## config.mk

```make
export PLATFORM = sky130hd
export DESIGN_NAME = mip_level_layout_unit
export DESIGN_NICKNAME = d
export VERILOG_FILES = /design/src/sv/mll_pkg.sv /design/src/sv/mip_level_layout_unit.sv
export SDC_FILE = /design/constraint.sdc
export NUM_CORES = 2
export LEC_CHECK = 0
export BUFFER_PORTS_ARGS = -buffer_cell sky130_fd_sc_hd__buf_2
export CORE_MARGIN = 4
export CORE_UTILIZATION = 57
export DETAILED_ROUTE_END_ITERATION = 16
export PLACE_DENSITY = 0.88
export SYNTH_ARGS = -nofsm -noshare
export SYNTH_HDL_FRONTEND = slang
export SYNTH_SLANG_ARGS = --single-unit
```

## constraint.sdc

```tcl
create_clock -name clock -period 9.8 [get_ports clock]
set_input_delay 0.49 -clock clock [delete_from_list [all_inputs] [get_ports clock]]
set_output_delay 0.49 -clock clock [all_outputs]
set_load 0.02 [all_outputs]
```

## src/sv/mll_pkg.sv

```systemverilog
package mll_pkg;

   // Largest number of levels laid out and largest base dimension accepted.
   localparam int MAX_LEVELS = 13;
   localparam int MAX_DIM    = 4096;

   localparam logic [3:0]  TOP_MAX   = 4'(MAX_LEVELS - 1);
   localparam logic [12:0] DIM_CLAMP = 13'(MAX_DIM);

   localparam logic [3:0]  SMALL_LEVELS    = 4'd10;
   localparam logic [13:0] DIM_ALIGN_M1    = 14'd15;
   localparam logic [54:0] LEVEL_PAD_M1    = 55'd63;
   localparam logic [54:0] HIGH_LEVEL_STEP = 55'h400;

   // Fixed-point reciprocal shift: floor(n * ceil(2^19 / d) / 2^19) equals
   // floor(n / d) exactly for every n below 2^15 and d up to 15.
   localparam int RECIP_SHIFT = 19;

   typedef enum logic [3:0] {
      ST_IDLE,
      ST_QW,
      ST_QH,
      ST_QS,
      ST_STRIDE,
      ST_ROWS,
      ST_LAYD,
      ST_LSIZE,
      ST_SL1,
      ST_SLICE,
      ST_DONE
   } state_type;

   function automatic logic [19:0] recip(input logic [3:0] d);
      logic [19:0] r;
      unique case (d)
         4'd0:    r = 20'd524288;
         4'd1:    r = 20'd524288;
         4'd2:    r = 20'd262144;
         4'd3:    r = 20'd174763;
         4'd4:    r = 20'd131072;
         4'd5:    r = 20'd104858;
         4'd6:    r = 20'd87382;
         4'd7:    r = 20'd74899;
         4'd8:    r = 20'd65536;
         4'd9:    r = 20'd58255;
         4'd10:   r = 20'd52429;
         4'd11:   r = 20'd47663;
         4'd12:   r = 20'd43691;
         4'd13:   r = 20'd40330;
         4'd14:   r = 20'd37450;
         4'd15:   r = 20'd34953;
         default: r = 20'd524288;
      endcase
      return r;
   endfunction

endpackage

```

## src/sv/mip_level_layout_unit.sv

```systemverilog
// Mip chain layout unit.
// The request channel (req_*) takes one word per texture: base width,
// height, depth, layer count, last level, an align-to-16 flag and the pixel
// block geometry of the format. The response channel (rsp_*) returns one word
// per mip level, from level 0 up to the last level, which is marked by
// rsp_chain_end. Each word carries the level width, row stride, byte offset,
// slice stride, running size and a sticky 32-bit overflow flag.
// Both channels use valid/stall; a word moves on a clock edge with valid high
// and stall low. req_stall is high while a texture is being laid out.
// All multiplications go through one 32x32 multiplier, used nine times per
// level; the divides by block width and height are reciprocal multiplies.
// A level steps through the nine multiply states and then a done state;
// req_stall stays high from the accept until the last level's word is
// loaded, and a new request can be taken only once the sequencer is idle.
// The response register decouples the two sides: the next level is
// computed while the previous one waits, and a stalled response only holds
// the sequencer at its final step.
// A new request is accepted while the last level's response still waits.
// Synchronous reset returns the sequencer to idle and drops rsp_valid; no
// request is taken while reset is high.
module mip_level_layout_unit (
   input  logic        clock,
   input  logic        reset,
   input  logic        req_valid,
   output logic        req_stall,
   input  logic [12:0] req_base_width,
   input  logic [12:0] req_base_height,
   input  logic [9:0]  req_base_depth,
   input  logic [11:0] req_layer_count,
   input  logic [3:0]  req_top_level,
   input  logic        req_align_dims,
   input  logic [3:0]  req_block_w,
   input  logic [3:0]  req_block_h,
   input  logic [4:0]  req_block_bytes,
   output logic        rsp_valid,
   input  logic        rsp_stall,
   output logic [3:0]  rsp_level_index,
   output logic [12:0] rsp_level_width,
   output logic [16:0] rsp_row_stride,
   output logic [31:0] rsp_level_offset,
   output logic [28:0] rsp_slice_stride,
   output logic [31:0] rsp_running_size,
   output logic        rsp_size_overflow,
   output logic        rsp_chain_end
);

   mll_pkg::state_type state_ff, state_in;

   // Texture parameters, captured at accept and updated per level.
   logic [12:0] w_ff, h_ff;
   logic [9:0]  d_ff;
   logic [11:0] layers_ff;
   logic [3:0]  top_ff, level_ff;
   logic        align_ff;
   logic [3:0]  bw_ff, bh_ff;
   logic [4:0]  bb_ff;
   logic [31:0] size_ff;
   logic        ovf_ff;

   // Intermediate results of the shared multiplier.
   logic [13:0] qw_ff, qh_ff, qs_ff;
   logic [17:0] stride_ff, s1_ff;
   logic [31:0] p_ff, slice_ff;
   logic [21:0] ld_ff;
   logic [53:0] lsize_ff;

   // Response register.
   logic        rsp_valid_ff;
   logic [3:0]  out_level_ff;
   logic [12:0] out_width_ff;
   logic [16:0] out_stride_ff;
   logic [31:0] out_offset_ff, out_size_ff;
   logic [28:0] out_slice_ff;
   logic        out_ovf_ff, out_last_ff;

   logic        accept, slot_free, load_out, is_last;
   logic [12:0] w_in, h_in;
   logic [3:0]  top_in, bw_in, bh_in;
   logic [13:0] a16w, a16h, aw, ah;
   logic [14:0] nw, nh, ns;
   logic [31:0] mul_a, mul_b;
   logic [63:0] mul_p;
   logic [54:0] addend, padded;
   logic [32:0] sum;
   logic        ovf_in;
   logic [12:0] w_half, h_half;
   logic [9:0]  d_half;

   assign accept    = req_valid && !req_stall;
   assign slot_free = !rsp_valid_ff || !rsp_stall;
   assign is_last   = (level_ff == top_ff);

   // Input clean-up: width and height clamped to 1..MAX_DIM, zero block width
   // and height become 1, and the last level saturates to the deepest supported level.
   always_comb begin
      priority if (req_base_width == 13'd0) begin
         w_in = 13'd1;
      end else if (int'(req_base_width) > mll_pkg::MAX_DIM) begin
         w_in = mll_pkg::DIM_CLAMP;
      end else begin
         w_in = req_base_width;
      end
      priority if (req_base_height == 13'd0) begin
         h_in = 13'd1;
      end else if (int'(req_base_height) > mll_pkg::MAX_DIM) begin
         h_in = mll_pkg::DIM_CLAMP;
      end else begin
         h_in = req_base_height;
      end
      bw_in  = (req_block_w == 4'd0) ? 4'd1 : req_block_w;
      bh_in  = (req_block_h == 4'd0) ? 4'd1 : req_block_h;
      top_in = (req_top_level > mll_pkg::TOP_MAX) ? mll_pkg::TOP_MAX : req_top_level;
   end

   // Aligned dimensions of the current level and the ceiling-divide numerators.
   always_comb begin
      a16w = ({1'b0, w_ff} + mll_pkg::DIM_ALIGN_M1) & ~mll_pkg::DIM_ALIGN_M1;
      a16h = ({1'b0, h_ff} + mll_pkg::DIM_ALIGN_M1) & ~mll_pkg::DIM_ALIGN_M1;
      aw   = align_ff ? a16w : {1'b0, w_ff};
      ah   = align_ff ? a16h : {1'b0, h_ff};
      nw   = {1'b0, aw}   + {11'd0, bw_ff} - 15'd1;
      nh   = {1'b0, ah}   + {11'd0, bh_ff} - 15'd1;
      ns   = {1'b0, a16w} + {11'd0, bw_ff} - 15'd1;
   end

   // Shared multiplier: the sequencer state picks its operands.
   always_comb begin
      mul_a = 32'd0;
      mul_b = 32'd0;
      unique case (state_ff)
         mll_pkg::ST_QW: begin
            mul_a = {17'd0, nw};
            mul_b = {12'd0, mll_pkg::recip(bw_ff)};
         end
         mll_pkg::ST_QH: begin
            mul_a = {17'd0, nh};
            mul_b = {12'd0, mll_pkg::recip(bh_ff)};
         end
         mll_pkg::ST_QS: begin
            mul_a = {17'd0, ns};
            mul_b = {12'd0, mll_pkg::recip(bw_ff)};
         end
         mll_pkg::ST_STRIDE: begin
            mul_a = {18'd0, qw_ff};
            mul_b = {27'd0, bb_ff};
         end
         mll_pkg::ST_ROWS: begin
            mul_a = {14'd0, stride_ff};
            mul_b = {18'd0, qh_ff};
         end
         mll_pkg::ST_LAYD: begin
            mul_a = {20'd0, layers_ff};
            mul_b = {22'd0, d_ff};
         end
         mll_pkg::ST_LSIZE: begin
            mul_a = p_ff;
            mul_b = {10'd0, ld_ff};
         end
         mll_pkg::ST_SL1: begin
            mul_a = {18'd0, qs_ff};
            mul_b = {27'd0, bb_ff};
         end
         mll_pkg::ST_SLICE: begin
            mul_a = {14'd0, s1_ff};
            mul_b = {18'd0, a16h};
         end
         mll_pkg::ST_IDLE, mll_pkg::ST_DONE: begin
            mul_a = 32'd0;
            mul_b = 32'd0;
         end
         default: begin
            mul_a = 32'd0;
            mul_b = 32'd0;
         end
      endcase
   end

   assign mul_p = mul_a * mul_b;

   // Size step of the level: low levels are padded up to 64-byte multiples, high levels
   // other than the last advance by a fixed 1 KiB, the last adds its exact size.
   always_comb begin
      padded = ({1'b0, lsize_ff} + mll_pkg::LEVEL_PAD_M1) & ~mll_pkg::LEVEL_PAD_M1;
      priority if (level_ff < mll_pkg::SMALL_LEVELS) begin
         addend = padded;
      end else if (!is_last) begin
         addend = mll_pkg::HIGH_LEVEL_STEP;
      end else begin
         addend = {1'b0, lsize_ff};
      end
      sum    = {1'b0, size_ff} + {1'b0, addend[31:0]};
      ovf_in = ovf_ff || (|addend[54:32]) || sum[32];
      w_half = (w_ff[12:1] == 12'd0) ? 13'd1 : {1'b0, w_ff[12:1]};
      h_half = (h_ff[12:1] == 12'd0) ? 13'd1 : {1'b0, h_ff[12:1]};
      d_half = (d_ff[9:1]  == 9'd0)  ? 10'd1 : {1'b0, d_ff[9:1]};
   end

   // Sequencer: next state.
   always_comb begin
      state_in = state_ff;
      unique case (state_ff)
         mll_pkg::ST_IDLE:   state_in = req_valid ? mll_pkg::ST_QW : mll_pkg::ST_IDLE;
         mll_pkg::ST_QW:     state_in = mll_pkg::ST_QH;
         mll_pkg::ST_QH:     state_in = mll_pkg::ST_QS;
         mll_pkg::ST_QS:     state_in = mll_pkg::ST_STRIDE;
         mll_pkg::ST_STRIDE: state_in = mll_pkg::ST_ROWS;
         mll_pkg::ST_ROWS:   state_in = mll_pkg::ST_LAYD;
         mll_pkg::ST_LAYD:   state_in = mll_pkg::ST_LSIZE;
         mll_pkg::ST_LSIZE:  state_in = mll_pkg::ST_SL1;
         mll_pkg::ST_SL1:    state_in = mll_pkg::ST_SLICE;
         mll_pkg::ST_SLICE:  state_in = mll_pkg::ST_DONE;
         mll_pkg::ST_DONE: begin
            if (slot_free) begin
               state_in = is_last ? mll_pkg::ST_IDLE : mll_pkg::ST_QW;
            end
         end
         default:            state_in = mll_pkg::ST_IDLE;
      endcase
   end

   // Sequencer: outputs. The request side also stalls while reset is high.
   always_comb begin
      req_stall = reset || (state_ff != mll_pkg::ST_IDLE);
      load_out  = (state_ff == mll_pkg::ST_DONE) && slot_free;
   end

   always_ff @(posedge clock) begin
      if (reset) begin
         state_ff     <= mll_pkg::ST_IDLE;
         rsp_valid_ff <= 1'b0;
      end else begin
         state_ff <= state_in;
         if (load_out) begin
            rsp_valid_ff <= 1'b1;
         end else if (!rsp_stall) begin
            rsp_valid_ff <= 1'b0;
         end
      end
   end

   // Level parameters and running totals.
   always_ff @(posedge clock) begin
      if (accept) begin
         w_ff      <= w_in;
         h_ff      <= h_in;
         d_ff      <= req_base_depth;
         layers_ff <= req_layer_count;
         top_ff    <= top_in;
         level_ff  <= 4'd0;
         align_ff  <= req_align_dims;
         bw_ff     <= bw_in;
         bh_ff     <= bh_in;
         bb_ff     <= req_block_bytes;
         size_ff   <= 32'd0;
         ovf_ff    <= 1'b0;
      end else if (load_out) begin
         w_ff     <= w_half;
         h_ff     <= h_half;
         d_ff     <= d_half;
         level_ff <= level_ff + 4'd1;
         size_ff  <= sum[31:0];
         ovf_ff   <= ovf_in;
      end
   end

   // Multiplier results, one destination per step.
   always_ff @(posedge clock) begin
      unique case (state_ff)
         mll_pkg::ST_QW:     qw_ff     <= mul_p[mll_pkg::RECIP_SHIFT +: 14];
         mll_pkg::ST_QH:     qh_ff     <= mul_p[mll_pkg::RECIP_SHIFT +: 14];
         mll_pkg::ST_QS:     qs_ff     <= mul_p[mll_pkg::RECIP_SHIFT +: 14];
         mll_pkg::ST_STRIDE: stride_ff <= mul_p[17:0];
         mll_pkg::ST_ROWS:   p_ff      <= mul_p[31:0];
         mll_pkg::ST_LAYD:   ld_ff     <= mul_p[21:0];
         mll_pkg::ST_LSIZE:  lsize_ff  <= mul_p[53:0];
         mll_pkg::ST_SL1:    s1_ff     <= mul_p[17:0];
         mll_pkg::ST_SLICE:  slice_ff  <= mul_p[31:0];
         mll_pkg::ST_IDLE, mll_pkg::ST_DONE: begin
         end
         default: begin
         end
      endcase
   end

   // Response register.
   always_ff @(posedge clock) begin
      if (load_out) begin
         out_level_ff  <= level_ff;
         out_width_ff  <= aw[12:0];
         out_stride_ff <= stride_ff[16:0];
         out_offset_ff <= size_ff;
         out_slice_ff  <= slice_ff[28:0];
         out_size_ff   <= sum[31:0];
         out_ovf_ff    <= ovf_in;
         out_last_ff   <= is_last;
      end
   end

   assign rsp_valid         = rsp_valid_ff;
   assign rsp_level_index   = out_level_ff;
   assign rsp_level_width   = out_width_ff;
   assign rsp_row_stride    = out_stride_ff;
   assign rsp_level_offset  = out_offset_ff;
   assign rsp_slice_stride  = out_slice_ff;
   assign rsp_running_size  = out_size_ff;
   assign rsp_size_overflow = out_ovf_ff;
   assign rsp_chain_end     = out_last_ff;

   // An accepted request always starts the level sequence.
   a_accept_starts: assert property (@(posedge clock) disable iff (reset)
      accept |=> (state_ff == mll_pkg::ST_QW))
      else $error("accepted request did not start the level sequence");

   // The level counter never runs past the last level while busy.
   a_level_bound: assert property (@(posedge clock) disable iff (reset)
      (state_ff != mll_pkg::ST_IDLE) |-> (level_ff <= top_ff))
      else $error("level counter ran past the last level");

   // Loading the last level returns to idle; any other load advances the level.
   a_last_to_idle: assert property (@(posedge clock) disable iff (reset)
      (load_out && is_last) |=> (state_ff == mll_pkg::ST_IDLE))
      else $error("last level did not end the sequence");

   a_level_step: assert property (@(posedge clock) disable iff (reset)
      (load_out && !is_last) |=> (level_ff == $past(level_ff) + 4'd1))
      else $error("level counter did not advance");

   // A loaded response word is presented on the next cycle.
   a_load_valid: assert property (@(posedge clock) disable iff (reset)
      load_out |=> rsp_valid)
      else $error("loaded response word not presented");

endmodule

```

## After elaboration in Yosys (flattened, before gate mapping)

Memories as Yosys holds them, arrays and structs flattened. A register that Yosys moved wholly into a read port is not among the register bits.
Cells that the tools add are included.

- Add/sub/neg operators: 11
- Multiplexer cells: 31
- Order comparisons: 4
- Reductions and logical operators: 21
- Multipliers: 1
- Equal/unequal tests: 13

Operators with widths:

| operator | number |
|---|---|
| 32-bit case mux with 9 select lines | 1 |
| 22-bit case mux with 8 select lines | 1 |
| 13-bit 2-to-1 mux | 8 |
| 54-bit by 6-bit adder with 55-bit output, second input constant | 1 |
| 55-bit 2-to-1 mux | 1 |
| 32-bit by 22-bit multiplier with 54-bit output | 1 |
| 54-bit 2-to-1 mux | 1 |
| 14-bit by 4-bit adder with 15-bit output | 3 |
| 15-bit by 1-bit subtractor with 15-bit output, second input constant | 3 |
| 4-bit case mux with 11 select lines | 1 |
| 32-bit by 32-bit adder with 33-bit output | 1 |
| 13-bit by 4-bit adder with 14-bit output, second input constant | 2 |
| 14-bit 2-to-1 mux | 2 |
| 4-bit 2-to-1 mux | 7 |
| 13-bit greater-than comparator, second input constant | 2 |
| 13-bit zero test | 2 |
| 12-bit zero test | 2 |
| 12-bit 2-to-1 mux | 2 |
| 23-bit OR reduction | 1 |
| 10-bit 2-to-1 mux | 2 |
| 4-bit by 3-bit == test with 1-bit output, second input constant | 4 |
| 4-bit == test, second input constant | 3 |
| 4-bit zero test | 3 |
| 9-bit zero test | 1 |
| 16 further kinds | 26 |

- Memories kept: 3
- Memory bits (read-only): 960
- Output and inout bits: 131
- Bits in registers: 452

Memory list:

| name | words | width | rd ports | clocked after memory_dff | write ports | RTL line | text |
|---|---|---|---|---|---|---|---|
| (no name shown) | 16 | 20 | 1 | 1 | 0 | mll_pkg.sv:35 | `unique case (d)` |
| (no name shown) | 16 | 20 | 1 | 1 | 0 | mll_pkg.sv:35 |  |
| (no name shown) | 16 | 20 | 1 | 1 | 0 | mll_pkg.sv:35 |  |

## Depth between registers and ports, before layout

- Depth in word-level cells: 6
- Gate-level depth with buffers: 42
- Depth with buffers taken out: 38

## Worst setup path after synthesis

Ideal clock, no wire load.

- Path type: register to register
- Start: reg align_ff
- End: reg lsize_ff[52], data pin
- Setup time: 255 ps
- Path slack: -116 ps
- Arrival: 9,661 ps
- Stages on the path, launching flop included: 41
- Clock period less this slack: 9,916 ps
- Cell sequence: edfxtp_1 -> clkbuf_1 -> clkbuf_1 -> nand2b_1 -> ha_1 -> inv_1 -> ha_1 -> fa_1 -> a21o_1 -> a21oi_1 -> o21ai_0 -> a32oi_1 -> o221ai_1 -> a41oi_1 -> xor2_1 -> o21ai_1 -> clkbuf_1 -> nand2_1 -> [5 not listed] -> inv_1 -> fa_1 -> inv_1 -> fa_1 -> fa_1 -> inv_1 -> fa_1 -> ha_1 -> clkbuf_1 -> and4_1 -> and3_1 -> a22oi_1 -> a21oi_1 -> a211o_1 -> a41o_1 -> a41o_1 -> or3b_1 -> and3_1

- Word-level cells in the longest chain between the ends: 5
- Elaborated cells between the ends (all ways): 8

RTL lines:

| element | RTL line | text |
|---|---|---|
| start, declared | mip_level_layout_unit.sv:54 | `logic align_ff;` |
| start signal, assigned | mip_level_layout_unit.sv:250 | `align_ff <= req_align_dims;` |
| 14-bit 2-to-1 mux, on equally long branches | mip_level_layout_unit.sv:120, mip_level_layout_unit.sv:119 |  |
| 14-bit by 4-bit adder with 15-bit output, on equally long branches | mip_level_layout_unit.sv:122, mip_level_layout_unit.sv:121 |  |
| 15-bit by 1-bit subtractor with 15-bit output, on equally long branches | mip_level_layout_unit.sv:122, mip_level_layout_unit.sv:121 |  |
| 32-bit case mux with 9 select lines * | mip_level_layout_unit.sv:130 | `unique case (state_ff)` |
| 32-bit by 22-bit multiplier with 54-bit output * | mip_level_layout_unit.sv:178 | `assign mul_p = mul_a * mul_b;` |
| via mul_p[52] | mip_level_layout_unit.sv:82 | `logic [63:0] mul_p;` |
| end signal, assigned | mip_level_layout_unit.sv:275 | `mll_pkg::ST_LSIZE: lsize_ff <= mul_p[53:0];` |
| end, declared | mip_level_layout_unit.sv:65 | `logic [53:0] lsize_ff;` |

Mark *: on every way through the listed nets, which the timed path passes. The rest lies on a longest branch.
A chain may end at the register's enable or synchronous reset.

## Worst setup path in the final report

- Start: reg w_ff[0]
- End: reg lsize_ff[52], data pin

- Word-level cells in the longest chain between the ends: 6
- Elaborated cells between the ends (all ways): 8

RTL lines:

| element | RTL line | text |
|---|---|---|
| start, declared | mip_level_layout_unit.sv:50 | `logic [12:0] w_ff, h_ff;` |
| start signal, assigned | mip_level_layout_unit.sv:244 | `w_ff <= w_in;` |
| start signal, assigned | mip_level_layout_unit.sv:257 | `w_ff <= w_half;` |
| 13-bit by 4-bit adder with 14-bit output | mip_level_layout_unit.sv:117 | `a16w = ({1'b0, w_ff} + mll_pkg::DIM_ALIGN_M1) & ~mll_pkg::DIM_ALIGN_M1;` |
| 14-bit 2-to-1 mux | mip_level_layout_unit.sv:119 | `aw = align_ff ? a16w : {1'b0, w_ff};` |
| via aw[5] | mip_level_layout_unit.sv:79 | `logic [13:0] a16w, a16h, aw, ah;` |
| 14-bit by 4-bit adder with 15-bit output | mip_level_layout_unit.sv:121 | `nw = {1'b0, aw} + {11'd0, bw_ff} - 15'd1;` |
| 15-bit by 1-bit subtractor with 15-bit output | mip_level_layout_unit.sv:121 |  |
| 32-bit case mux with 9 select lines | mip_level_layout_unit.sv:130 |  |
| 32-bit by 22-bit multiplier with 54-bit output | mip_level_layout_unit.sv:178 |  |
| via mul_p[52] | mip_level_layout_unit.sv:82 |  |

The timed path passes the listed nets, and every way through them passes these cells.

==> metrics.md <==
| Metric | Value |
|---|---|
| Iter 0 DRT Violations | `around 5200` |
| Power Density | `130.3 nW/um^2` |
| CP Max Fanout | `4` |
| Setup ws final | `-0.2618 ns` |
| Pins Over Slew Limit | `0` |
| Crit end category | `flip-flop` |
| Number of iterations in the first detailed-routing pass | `14` |
| Worst Setup Start Kind | `flip-flop` |
| Die width | `between 200 and 300 um` |
| Max-Cap Viols | `0` |
| M1 wire length | `between 40000 and 50000 um` |
| Largest net degree at the start of global routing | `98` |
| Uppermost layer routed | `met5` |
| Critical path depth | `40` |
| Worst slew margin | `between 2 and 3%` |
| Gpl congestion | `1.058` |
| Vias in the first global route | `between 30000 and 40000` |
| Setup violators final | `36` |
| TritonCTS Buffers | `47` |
| Global Route Usage Sum | `32.97%` |
| Hold path cells | `1` |
| TritonCTS clock tree | `built` |
| Post-synthesis net count | `~5400` |
| Die ar. | `82760 um^2` |
| Layout cells sized above 1 | `between 15 and 20%` |
| Seq/Total Area, Yosys | `between 30% and 40%` |
| Register bit total from synthesis | `between 400 and 500` |
| Async set-reset flop share out of synthesis | `0%` |
| Pint | `around 4400 uW` |
| Crit Path Category | `flip-flop to flip-flop` |
| Final Skew | `0.02627 ns` |
| # H-tree levels | `2` |
| Vias/cell | `between 6 and 7` |
| Critical path buffer and inverter count | `11` |
| Violated checks | `setup timing` |
| Io pins | `about 200` |
| Flop pwr share | `between 30 and 40%` |
| WL met3 | `about 19000 um` |
| CP delay by family, top | `adder cells` |
| Clk sinks | `~500` |
| CP Data Required Time | `10.16 ns` |
| First-pass GRT wire length | `approximately 210000 um` |
| Placed cells | `just under 6000` |
| Non-Filler Instances | `just under 6000` |
| IO Port Bufs | `200` |
| Fin util | `66.80%` |
| Peak supply drop | `between 0.0001 and 0.00015 V` |
| Synth Flop Type | `edfxtp_1` |
| Clk slew on worst S/H paths | `roughly 0.07 ns` |
| RSZ-0062 raised after global routing | `true` |
| Hold slack | `roughly 0.076 ns` |
| Final hold violation count | `0` |
| Post-synth EDFFs | `410` |
| Sw Ratio | `about a third` |
| P_sw | `roughly 2400 uW` |
| Slowest cell delay on critical path | `0.58 ns` |
| Starting density of the core | `between 50% and 60%` |
| Vias | `36720` |
| Syn avg cell area | `between 10 and 15 um^2` |
| # DRC | `0` |
| Period minus WS final | `10.06 ns` |
| Grt ovf | `0` |
| Cell leakage power | `between 0.02 and 0.025 uW` |
| Clk_lat worst skew | `0.61 ns` |
| Metal2 WL | `~64000 um` |
| Worst r2r path cells | `40` |
| Mapped Cells | `about 4500` |
| Status | `finished with violations` |
| Nets | `approximately 5700` |
| Worst Path Arrival | `10.42 ns` |
| Area Growth Syn to Fin | `16.06%` |
| Setup TNS | `-3.618 ns` |
| Drt wl/cell | `approximately 24 um` |
| CTS Root Cell | `clkbuf_16` |
| Logic gate share of total power | `34.5%` |
| Row count | `about 100` |
| Die Y | `about 290 um` |
| Slew @ Worst Pin | `about 1.5 ns` |
| DP Worst Slack | `-0.5684 ns` |
| Distinct cells, synth | `90` |
| Clock network fraction of design power | `between 20% and 30%` |
| Core ar. | `slightly below 80000 um^2` |
| Fmax | `between 0.09 and 0.1 GHz` |
| Final wirelength | `roughly 140000 um` |
| DP Wirelength | `between 100000 and 150000 um` |
| Yosys warns | `0` |
| Initial antenna violation count | `5` |
| DRT antenna net count | `0` |
| Worst hold path type | `input pin to flip-flop` |
| Crit share post-route | `102.7%` |
| Post-Syn Area | `about 45000 um^2` |
| Max Root-Sink Buffers | `3` |
| Filler cells | `about 5300` |
| CP dominant cell by count | `fa_1` |
| CP max-delay cell | `fa_1` |
==> path summary, 6_finish.rpt <==
check                                                 endpoint                   start  slack, ns
worst max-delay path                    lsize_ff[52]$_DFFE_PN_       w_ff[0]$_DFFE_PP_      -0.26
worst max register to register          lsize_ff[52]$_DFFE_PN_       w_ff[0]$_DFFE_PP_      -0.26
worst min register to register  rsp_slice_stride[21]$_DFFE_PP_  slice_ff[21]$_DFFE_PP_       0.42
worst min-delay path                    layers_ff[7]$_DFFE_PP_      req_layer_count[7]       0.08
==> synthesized netlist by cell type (all sizes together) (30+ instances only) <==
library cell  instances  area share (%)
a21o                 50            0.84
a21oi               137             1.5
a22o                 32            0.63
a22oi                48            0.82
a31oi                30            0.42
and2                130             1.8
and3                 42            0.59
buf                  45            0.45
clkbuf              167             1.4
dfxtp                80             3.6
edfxtp              410              28
fa                  600              27
ha                  248             7.0
inv                 722             6.1
nand2               765             6.5
nand2b               32            0.45
nand3               109             1.2
nand4                33            0.48
nor2                172             1.4
nor3                 39            0.44
o21ai               111             1.3
xnor2                88             1.7
xor2                 52             1.0
==> area by class of cell <==
class                           count  area (um^2)  share of cell area, %
Antenna cell                        4        10.01                0.01934
Clock buffer                       57         1308                  2.527
Clock inverter                     30        337.8                 0.6529
Inverter                          723         2719                  5.254
Multi-Input combinational cell   3032        28180                  54.46
Sequential cell                   490        13910                  26.89
Tap cell                         1040         1301                  2.515
Timing Repair Buffer              528         3975                  7.682
==> repair_timing <==
action / in CTS / in global routing
hold buffers: 0 / 0
cloned: 2 / 1
setup endpoints to repair: 56 / 108
resized for setup: 67 / 173
pin swaps: 26 / 112
setup buffers: 17 / 19
==> stage by stage <==
stage	power, uW	instance area [um^2]
floorplan	3482	44590
global placement	4447	48630
detailed placement	4504	48630
CTS	6479	50780
global route	6912	51730
finish	6742	51740
==> cells by family (layout without fill, tap and decap cells) <==
logic type,Yosys count,in the layout,synth area share (%)
muxes,14,14,0.3143
adders and majority gates,848,848,33.90
buffers and inverters,935,1338,7.942
DFF,490,490,31.21
other,0,4,0
and+or+nand+nor,1415,1415,14.44
AOI/OAI and AO/OA,615,615,9.441
xor gates and xnor gates,140,140,2.750
==> power by group through the flow <==
stage | sequential (uW) | combinational (uW) | clock, uW
2_1_floorplan | 2500 | 979 | 0
3_3_place_gp | 2520 | 1930 | 0
3_5_place_dp | 2520 | 1990 | 0
4_1_cts | 2480 | 2070 | 1930
5_1_grt | 2480 | 2400 | 2030
6_report | 2480 | 2330 | 1940
==> per-layer routing <==
metal  up-vias  GRT usage [%]
met5         -              0
met4         4          19.82
met3       776          7.831
met2      3055          52.49
met1     17590          41.16
li1      15290              -
==> state kept, by name (all words and copies together), names as in the netlist, 5 cells and up, named ones only <==
signal,flops
s1_ff,18
d_ff,10
rsp_row_stride,17
stride_ff,18
qs_ff,14
lsize_ff,54
w_ff,13
ld_ff,22
layers_ff,12
size_ff,32
qh_ff,14
rsp_running_size,32
rsp_slice_stride,29
rsp_level_offset,32
p_ff,32
slice_ff,29
rsp_level_width,13
bb_ff,5
qw_ff,14
h_ff,13
==> cell usage in the layout (no fill, tap or decap), types with 23 or more instances in the layout <==
master     netlist  routed
a21o_1          50      50
a21oi_1        137     119
a22o_1          32      32
a22oi_1         47      46
a31oi_1         30      28
and2_1         130     124
and3_1          42      37
buf_12           0      28
buf_2           19     200
buf_4            2     276
clkbuf_16        0      52
dfxtp_1         80      80
edfxtp_1       410     410
fa_1           600     589
ha_1           248     226
inv_1          721     693
inv_2            1      28
nand2_1        764     754
nand2b_1        32      31
nand3_1        108     102
nand4_1         32      32
nor2_1         172     165
nor3_1          39      32
o211ai_1        23      23
o21ai_0        105      90
xnor2_1         88      80
xor2_1          52      44
Note: power is estimated with default switching activity, not from simulation.
